[config.mk]
export PLATFORM = sky130hd
export DESIGN_NAME = button_click_classifier
export DESIGN_NICKNAME = d
export VERILOG_FILES = /design/src/sv/bcc_pkg.sv /design/src/sv/button_click_classifier.sv
export SDC_FILE = /design/constraint.sdc
export NUM_CORES = 1
export LEC_CHECK = 0
export ABC_AREA = 1
export BUFFER_PORTS_ARGS = -buffer_cell sky130_fd_sc_hd__buf_2
export CAP_MARGIN = 20
export CORE_ASPECT_RATIO = 1.1
export CORE_MARGIN = 1.5
export CORE_UTILIZATION = 30
export DETAILED_ROUTE_END_ITERATION = 7
export PLACE_DENSITY = 0.51
export REMOVE_ABC_BUFFERS = 1
export SLEW_MARGIN = 25
export SYNTH_ARGS = -nofsm -noshare
export SYNTH_HDL_FRONTEND = slang
export SYNTH_SLANG_ARGS = --single-unit
[constraint.sdc]
create_clock -name clock -period 3.9 [get_ports clock]
set_input_delay 0.195 -clock clock [delete_from_list [all_inputs] [get_ports clock]]
set_output_delay 0.195 -clock clock [all_outputs]
set_load 0.1 [all_outputs]
[src/sv/bcc_pkg.sv]
// Package with the sizes, register indexes and mode codes of the button click classifier.
package bcc_pkg;

   localparam int NUM_BUTTONS = 4;
   localparam int COUNT_WIDTH = 16;
   localparam int MASK_WIDTH  = 4;
   localparam int CFG_WIDTH   = 16;
   localparam int IDX_WIDTH   = 2;

   // Width used for timeout compares so that a period above the counter's
   // saturation value never matches.
   localparam int CMP_WIDTH = (COUNT_WIDTH > CFG_WIDTH) ? COUNT_WIDTH : CFG_WIDTH;
   // Width of the internal event vectors: covers every button and every mask bit.
   localparam int EV_WIDTH  = (NUM_BUTTONS > MASK_WIDTH) ? NUM_BUTTONS : MASK_WIDTH;

   typedef logic [COUNT_WIDTH-1:0] count_type;
   typedef logic [CFG_WIDTH-1:0]   period_type;
   typedef logic [MASK_WIDTH-1:0]  mask_type;
   typedef logic [IDX_WIDTH-1:0]   index_type;

   localparam count_type COUNT_MAX = '1;

   // Configuration register indexes.
   localparam index_type REG_RELEASE_WAIT  = 2'd0;
   localparam index_type REG_LONG_PRESS    = 2'd1;
   localparam index_type REG_DOUBLE_WINDOW = 2'd2;

   localparam period_type RELEASE_WAIT_RESET  = 16'd100;
   localparam period_type LONG_PRESS_RESET    = 16'd1000;
   localparam period_type DOUBLE_WINDOW_RESET = 16'd400;

   typedef enum logic [2:0] {
      MODE_WAIT_RELEASE = 3'd0,
      MODE_WAIT_CLICK   = 3'd1,
      MODE_SHORT        = 3'd2,
      MODE_SECOND       = 3'd3,
      MODE_LONG         = 3'd4
   } mode_type;

endpackage

[src/sv/button_click_classifier.sv]
// Top level of the button click classifier: per-button click state machines and result register.
//
// Every request is one tick carrying the debounced pressed level of each button
// (req_pressed_mask, bit n for button n). Each button keeps its own mode and a
// saturating elapsed-tick counter, and the tick is turned into five event masks:
// first press, short release, long press, double press and long release.
//
// A request is accepted when req_valid and req_ready are both high. Its result
// appears on the rsp_ ports in the next cycle and stays there until rsp_valid
// and rsp_ready are both high. Unless the receiver stalls, one request is taken
// every cycle: the button state is updated at the accept edge and the events go
// into the result register, so the whole update is one short pass of
// compare-and-select logic per button.
//
// When the receiver stalls, req_ready falls only while a result is held and
// rsp_ready is low; as soon as the held result is taken a new request may enter
// in the same cycle.
//
// Reset puts every button into its wait-for-release mode with a zero counter,
// empties the result register and loads the three periods with their defaults.
// The configuration channel (csr_) is always ready; a write to an index past the
// last register is accepted and ignored.
module button_click_classifier (
   input  logic                    clock,
   input  logic                    reset,
   input  logic                    req_valid,
   output logic                    req_ready,
   input  bcc_pkg::mask_type       req_pressed_mask,
   output logic                    rsp_valid,
   input  logic                    rsp_ready,
   output bcc_pkg::mask_type       rsp_first_press_mask,
   output bcc_pkg::mask_type       rsp_short_release_mask,
   output bcc_pkg::mask_type       rsp_long_press_mask,
   output bcc_pkg::mask_type       rsp_double_press_mask,
   output bcc_pkg::mask_type       rsp_long_release_mask,
   input  logic                    csr_valid,
   output logic                    csr_ready,
   input  bcc_pkg::index_type      csr_index,
   input  bcc_pkg::period_type     csr_data
);
   import bcc_pkg::*;

   // Configuration registers.
   period_type release_wait_ff;
   period_type long_press_ff;
   period_type double_window_ff;

   // Per-button state.
   mode_type  mode_ff    [NUM_BUTTONS];
   mode_type  mode_in    [NUM_BUTTONS];
   count_type elapsed_ff [NUM_BUTTONS];
   count_type elapsed_in [NUM_BUTTONS];

   // Result register.
   logic     rsp_valid_ff;
   logic     rsp_valid_in;
   mask_type first_ff, short_ff, long_ff, double_ff, lrel_ff;

   // Events of the current tick, one bit per button.
   logic [EV_WIDTH-1:0] ev_first, ev_short, ev_long, ev_double, ev_lrel;

   logic accept;

   assign csr_ready = 1'b1;

   // A new request may enter whenever the result register is empty or is being
   // drained in this cycle.
   assign req_ready = !rsp_valid_ff || rsp_ready;
   assign accept    = req_valid && req_ready;

   always_ff @(posedge clock) begin
      if (reset) begin
         release_wait_ff  <= RELEASE_WAIT_RESET;
         long_press_ff    <= LONG_PRESS_RESET;
         double_window_ff <= DOUBLE_WINDOW_RESET;
      end else if (csr_valid && csr_ready) begin
         unique case (csr_index)
            REG_RELEASE_WAIT:  release_wait_ff  <= csr_data;
            REG_LONG_PRESS:    long_press_ff    <= csr_data;
            REG_DOUBLE_WINDOW: double_window_ff <= csr_data;
            default: ;
         endcase
      end
   end

   // One state machine per button. Every button's update is independent of the
   // others, so the generate loop simply replicates the same small slice.
   for (genvar n = 0; n < EV_WIDTH; n++) begin : g_button
      if (n < NUM_BUTTONS) begin : g_live
         logic      pressed;
         count_type e_inc;
         logic      to_release, to_long, to_double;

         // Buttons past the mask width always read as released.
         if (n < MASK_WIDTH) begin : g_in
            assign pressed = req_pressed_mask[n];
         end else begin : g_none
            assign pressed = 1'b0;
         end

         // The counter advances first, then the machine looks at the new value.
         assign e_inc = (elapsed_ff[n] == COUNT_MAX) ? elapsed_ff[n]
                                                     : elapsed_ff[n] + 1'b1;

         // Timeouts are compared at a common width so that a period larger
         // than the counter can reach is never met.
         assign to_release = CMP_WIDTH'(e_inc) >= CMP_WIDTH'(release_wait_ff);
         assign to_long    = CMP_WIDTH'(e_inc) >= CMP_WIDTH'(long_press_ff);
         assign to_double  = CMP_WIDTH'(e_inc) >= CMP_WIDTH'(double_window_ff);

         // Next state.
         always_comb begin
            mode_in[n]    = mode_ff[n];
            elapsed_in[n] = e_inc;
            unique case (mode_ff[n])
               MODE_WAIT_RELEASE: begin
                  if (pressed) begin
                     elapsed_in[n] = '0;
                  end else if (to_release) begin
                     mode_in[n] = MODE_WAIT_CLICK;
                  end
               end
               MODE_WAIT_CLICK: begin
                  if (pressed) begin
                     elapsed_in[n] = '0;
                     mode_in[n]    = MODE_SHORT;
                  end
               end
               MODE_SHORT: begin
                  if (!pressed) begin
                     mode_in[n] = MODE_SECOND;
                  end else if (to_long) begin
                     mode_in[n] = MODE_LONG;
                  end
               end
               MODE_SECOND: begin
                  if (to_double) begin
                     mode_in[n] = MODE_WAIT_CLICK;
                  end else if (pressed) begin
                     elapsed_in[n] = '0;
                     mode_in[n]    = MODE_WAIT_RELEASE;
                  end
               end
               MODE_LONG: begin
                  if (!pressed) begin
                     mode_in[n] = MODE_WAIT_CLICK;
                  end
               end
               default: begin
                  // Corrupted mode code: start over from wait-for-release.
                  elapsed_in[n] = '0;
                  mode_in[n]    = MODE_WAIT_RELEASE;
               end
            endcase
         end

         // Events of this tick.
         always_comb begin
            ev_first[n]  = 1'b0;
            ev_short[n]  = 1'b0;
            ev_long[n]   = 1'b0;
            ev_double[n] = 1'b0;
            ev_lrel[n]   = 1'b0;
            unique case (mode_ff[n])
               MODE_WAIT_CLICK: ev_first[n]  = pressed;
               MODE_SHORT: begin
                  ev_short[n] = !pressed;
                  ev_long[n]  = pressed && to_long;
               end
               MODE_SECOND:     ev_double[n] = !to_double && pressed;
               MODE_LONG:       ev_lrel[n]   = !pressed;
               default: ;
            endcase
         end

         always_ff @(posedge clock) begin
            if (reset) begin
               mode_ff[n]    <= MODE_WAIT_RELEASE;
               elapsed_ff[n] <= '0;
            end else if (accept) begin
               mode_ff[n]    <= mode_in[n];
               elapsed_ff[n] <= elapsed_in[n];
            end
         end
      end else begin : g_pad
         // Mask bits with no button behind them never report.
         assign ev_first[n]  = 1'b0;
         assign ev_short[n]  = 1'b0;
         assign ev_long[n]   = 1'b0;
         assign ev_double[n] = 1'b0;
         assign ev_lrel[n]   = 1'b0;
      end
   end

   // The result register fills on an accepted request and empties when taken.
   always_comb begin
      rsp_valid_in = rsp_valid_ff;
      if (accept) begin
         rsp_valid_in = 1'b1;
      end else if (rsp_ready) begin
         rsp_valid_in = 1'b0;
      end
   end

   always_ff @(posedge clock) begin
      if (reset) begin
         rsp_valid_ff <= 1'b0;
      end else begin
         rsp_valid_ff <= rsp_valid_in;
      end
   end

   // Payload needs no reset; it is loaded with every accepted request.
   always_ff @(posedge clock) begin
      if (accept) begin
         first_ff  <= ev_first[MASK_WIDTH-1:0];
         short_ff  <= ev_short[MASK_WIDTH-1:0];
         long_ff   <= ev_long[MASK_WIDTH-1:0];
         double_ff <= ev_double[MASK_WIDTH-1:0];
         lrel_ff   <= ev_lrel[MASK_WIDTH-1:0];
      end
   end

   assign rsp_valid              = rsp_valid_ff;
   assign rsp_first_press_mask   = first_ff;
   assign rsp_short_release_mask = short_ff;
   assign rsp_long_press_mask    = long_ff;
   assign rsp_double_press_mask  = double_ff;
   assign rsp_long_release_mask  = lrel_ff;

endmodule

**Word-level counts from Yosys, hierarchy flattened**

Memory sizes are Yosys's and may differ from the RTL's.
Cells that the tools add are included.

- Register bits: 69
- Word-level logic and storage cells: 175
- Memory bits (writable): 76
- Memories kept: 2
- Output and inout bits: 23
- Input port bits: 27

- Eq/ne operators: 22
- Reduce and logical (&&, ||, !) cells: 36
- Muxes and demuxes: 67
- Bitwise logic cells: 8
- Order comparisons: 12
- Add/subtract/negate cells: 4

Memory list:

| name | words | width | read ports | clocked after memory_dff | write ports | RTL line | RTL |
|---|---|---|---|---|---|---|---|
| elapsed_ff | 4 | 16 | 4 | 0 | 4 | button_click_classifier.sv:51 | `count_type elapsed_ff [NUM_BUTTONS];` |
| mode_ff | 4 | 3 | 4 | 0 | 4 | button_click_classifier.sv:49 | `mode_type mode_ff [NUM_BUTTONS];` |

Operators by type and width:

| cell | number |
|---|---|
| 16-bit two-way mux | 16 |
| 16-bit >= comparator | 12 |
| 16-bit case mux with 3 select lines | 4 |
| 3-bit two-way mux | 36 |
| 16-bit by 1-bit adder with 16-bit output, second input constant | 4 |
| 16-bit equality test, second input constant | 4 |
| 3-bit case mux with 5 select lines | 4 |
| 3-bit by 2-bit equality test with 1-bit output, second input constant | 8 |
| 2-bit OR reduction | 8 |
| 3-bit by 1-bit equality test with 1-bit output, second input constant | 4 |
| 3-bit equality test, second input constant | 4 |
| 3-bit logical NOT | 4 |
| 1-bit logical AND | 9 |
| 1-bit logical NOT | 9 |
| 1-bit OR | 8 |
| 1-bit two-way mux | 7 |
| 2-bit AND reduction | 3 |
| 2-bit by 1-bit equality test with 1-bit output, second input constant | 1 |
| 2-bit equality test, second input constant | 1 |
| 2-bit logical NOT | 1 |
| 2-bit nonzero test | 1 |
| 1-bit logical OR | 1 |

**Depth between registers and ports, before layout**

An unclocked memory read counts as a cell.

- Depth in word-level cells: 8
- Depth in mapped cells: 24
- Depth with buffers taken out: 23

**Least setup slack after synthesis**

No wires, ideal clock.

- Path kind: flip-flop to flip-flop
- Start point: reg rsp_valid_ff (netlist: rsp_valid)
- End point: mem mode_ff[3][0] in the netlist's numbering (enable)
- Path buffers: 0
- Slack: -0.278 ns
- Required time: 3.581 ns
- Arrival: 3.859 ns
- Period minus slack after synthesis: 4.178 ns
- Stages on the path, launching flop included: 10
- Library setup time: 0.319 ns
- Cell sequence: dfxtp_1 > nand2_2 > nand2_1 > inv_1 > nor2_1 > inv_1 > o31ai_1 > inv_1 > nand3_1 > nor2_1

RTL lines:

| what | RTL line | RTL |
|---|---|---|
| start, declared | button_click_classifier.sv:55 | `logic rsp_valid_ff;` |
| start signal, assigned | button_click_classifier.sv:209 | `rsp_valid_ff <= rsp_valid_in;` |
| end, declared | button_click_classifier.sv:49 |  |

==> results.py <==
metrics = {
    "setup_path": {
        "worstSetupStartpointType": "flip-flop",
        "end_kind": "flip-flop",
        "critPathKind": "reg -> reg",
        "crit_fanout": 5,
        "critPathArrivalTime_ns": 3.71,
        "required_ns": 4.04,
    },
    "logic_synthesis": {
        "ys_seq_area_share_pct": 32.34,
        "synthTopCellsByCount": "nand2_1 (304), inv_1 (231), ha_1 (196)",
        "synth_area_leader_cell": "edfxtp_1",
        "netlist_instances": 1564,
        "synth_top_area_share_pct": 24.13,
        "synthFlopType": "edfxtp_1",
        "ys_ff_latch": 145,
        "syn_avg_cell_area_sq_um": 7.639,
        "yosys_warnings": 0,
        "ys_types": 43,
        "ys_top_cells_by_area": "edfxtp_1 (24%), ha_1 (21%), nand2_1 (9.6%), dfxtp_1 (8.2%), inv_1 (7.3%)",
        "synth_most_common_cell": "nand2_1",
        "syn-cell-area_sq_mm": 0.01195,
        "ys_async_sr_fraction_pct": 0,
        "synth-edff-count": 96,
    },
    "outcome": {
        "outcome": "completed",
    },
    "route": {
        "first_pass_iters": 5,
        "routed_wire_length_per_instance_microns": 16.89,
        "drt-initial-drc-count": 601,
        "vias": 10551,
        "drt_wl_total_microns": 36510,
        "postRouteAntennaNets": 0,
        "drcViolationCount": 0,
        "viasPerCell": 4.880,
    },
    "clock_tree": {
        "post_cts_buffers": 0,
        "cts_tree": "done",
        "cts.sink_count": 145,
        "cts_max_level": 4,
        "clk_pin_slew_ns": 0.06,
        "cts_buffers": 17,
        "clock_latency_ns": 0.46,
        "ctsLongestPathBuffers": 2,
        "root_buffer": "clkbuf_16",
    },
    "global_routing": {
        "grt_pass1_vias": 10466,
        "overflow": 0,
        "antenna_found_initial": 0,
        "grt_max_degree": 34,
        "grt_pass1_wl_microns": 57330,
        "grtUsageTotal_pct": 18.32,
    },
    "die": {
        "die_w_microns": 193.3,
        "io_pins": 50,
        "die_h_microns": 212.3,
        "fp-row-count": 76,
        "dieArea_sq_mm": 0.04103,
        "core_area_sq_mm": 0.03918,
        "start_util_pct": 30.50,
    },
    "finish": {
        "final_area_sq_mm": 0.01362,
        "antennaDiodeCount": 0,
        "fill_cells": 4181,
        "nets": 1866,
        "area_growth_pct": 13.98,
        "drive_above_1_share_pct": 9.003,
    },
    "placement": {
        "port_buffers": 48,
        "routabilityCongestion": 0.8901,
        "hpwlAfterDp_microns": 28690,
        "place_ws_ns": 0.2825,
        "place_area_sq_mm": 0.01290,
    },
    "run": {
        "drv_cap": 0,
    },
    "sta": {
        "hold_violations": 0,
        "setup_slack_ns": 0.3377,
        "timing.final.crit_period_ns": 3.562,
        "slew_viol_final": 0,
        "fin_crit_sh_pct": 91.34,
        "finClkSkew_ns": 0.01129,
        "rsz0062_at_grt": "no",
        "timing.slew.headroom_pct": 43.42,
        "tightestPinTransition_ns": 0.8478,
        "fmax_mhz": 280.7,
        "finalSetupViolCount": 0,
    },
    "power_and_ir_drop": {
        "leakage_nw": 6.492,
        "powerDensity_mw_per_mm2": 356.3,
        "total_power_w": 0.004851,
        "ir_drop_uv": 219.7,
    },
    "worst_hold_path": {
        "hold_class": "in -> reg",
    },
}
==> registers in the layout (all words and copies together), names as in the netlist, 12 cells and up <==
signal and cells:
long_press_ff 16, mode_ff 12, release_wait_ff 16, elapsed_ff 64, double_window_ff 16
==> stage by stage <==
step           std cells  util, %  setup TNS [ns]  hold WS, ns
2_1_floorplan       1544        -          -1.240       0.2641
3_3_place_gp        2122    32.92               0       0.4476
3_5_place_dp        2122    32.92               0       0.4450
4_1_cts             2162    34.75               0      0.01221
5_1_grt             2162    34.76               0      0.04370
6_report            2162    34.76               0      0.03703
==> what timing repair did <==
| action | in CTS | in global routing |
|---|---|---|
| resized for setup | 0 | 1 |
| hold endpoints to repair | 11 | 0 |
| endpoints found under the setup margin | 0 | 16 |
| hold buffers | 9 | 0 |
==> worst paths after layout <==
check	startpoint	to	slack, ns	depth (start not counted)
setup / recovery	elapsed_ff[1][0]$_SDFFCE_PN0N_	mode_ff[1][0]$_SDFFCE_PN0P_	0.34	21
hold / removal	csr_data[8]	long_press_ff[8]$_SDFFE_PP1P_	0.04	3
setup reg to reg	elapsed_ff[1][0]$_SDFFCE_PN0N_	mode_ff[1][0]$_SDFFCE_PN0P_	0.34	21
hold reg to reg	double_window_ff[5]$_SDFFE_PP0P_	double_window_ff[5]$_SDFFE_PP0P_	0.61	2
==> layer usage <==
metal  wire length (microns)  up-vias  global-route usage (%)
li1                        -     5425                       -
met1                   16120     4844                   21.72
met2                   17800      216                   32.72
met3                    1175       66                   2.586
met4                    1410        0                   8.474
met5                       0        -                       0
==> logic make-up after synthesis <==
group	count (synthesis)	share of synthesized area, %
AO/OA/AOI/OAI	278	12.52
other	1	0.03139
AND/OR/NAND/NOR	654	23.95
adder cells (fa/ha/maj)	196	20.53
XOR/XNOR	32	2.346
flip-flops	145	32.34
buffers and inverters	258	8.284
==> final cells by class <==
cell class	count	area, sq um	area share [%]
Multi-Input combinational cell	1161	7099	52.13
Sequential cell	145	3864	28.37
Inverter	238	893.4	6.560
Tap cell	507	634.4	4.658
Clock buffer	26	564.3	4.144
Timing Repair Buffer	80	503.0	3.693
Clock inverter	5	60.06	0.4410
==> layout by cell type (no fill, tap or decap), types with 4 or more instances in the layout <==
master	count
ha_1	196
edfxtp_1	96
dfxtp_1	49
a21oi_1	158
clkbuf_16	21
nand2_1	304
nor2_1	173
buf_4	23
o21a_1	6
o21ai_0	77
o21bai_1	8
nand4_1	25
nor2_2	10
inv_2	8
nor3_1	43
dlygate4sd3_1	9
nand2_2	8
xor2_1	29
nand3_1	55
inv_1	230
a31oi_1	4
o211ai_1	12
or2_2	6
buf_2	48
nor4_1	11
==> where the power goes <==
| part | internal [W] | leakage [nW] | total [W] | switching, W |
|---|---|---|---|---|
| combinational | 0.000396 | 4.75 | 0.00126 | 0.000860 |
| sequential | 0.00176 | 1.44 | 0.00184 | 0.0000839 |
| clock | 0.00106 | 0.308 | 0.00175 | 0.000688 |
==> critical path: stages (launching register included) <==
cell	delay, ns
edfxtp_1	0.44
ha_1	0.24
nand3_1	0.13
nor3_1	0.16
nand3_1	0.18
nor2_2	0.16
nor2_1	0.08
nand2_1	0.07
xor2_1	0.23
inv_1	0.13
ha_1	0.29
nand2_1	0.06
nor2_1	0.13
and2_1	0.14
nor2_1	0.04
nand2_1	0.13
nand2_1	0.07
nand2_1	0.14
nand2_1	0.06
nand2_1	0.06
nand3_1	0.07
nor2_1	0.23
(Power assumes the default switching activity.)
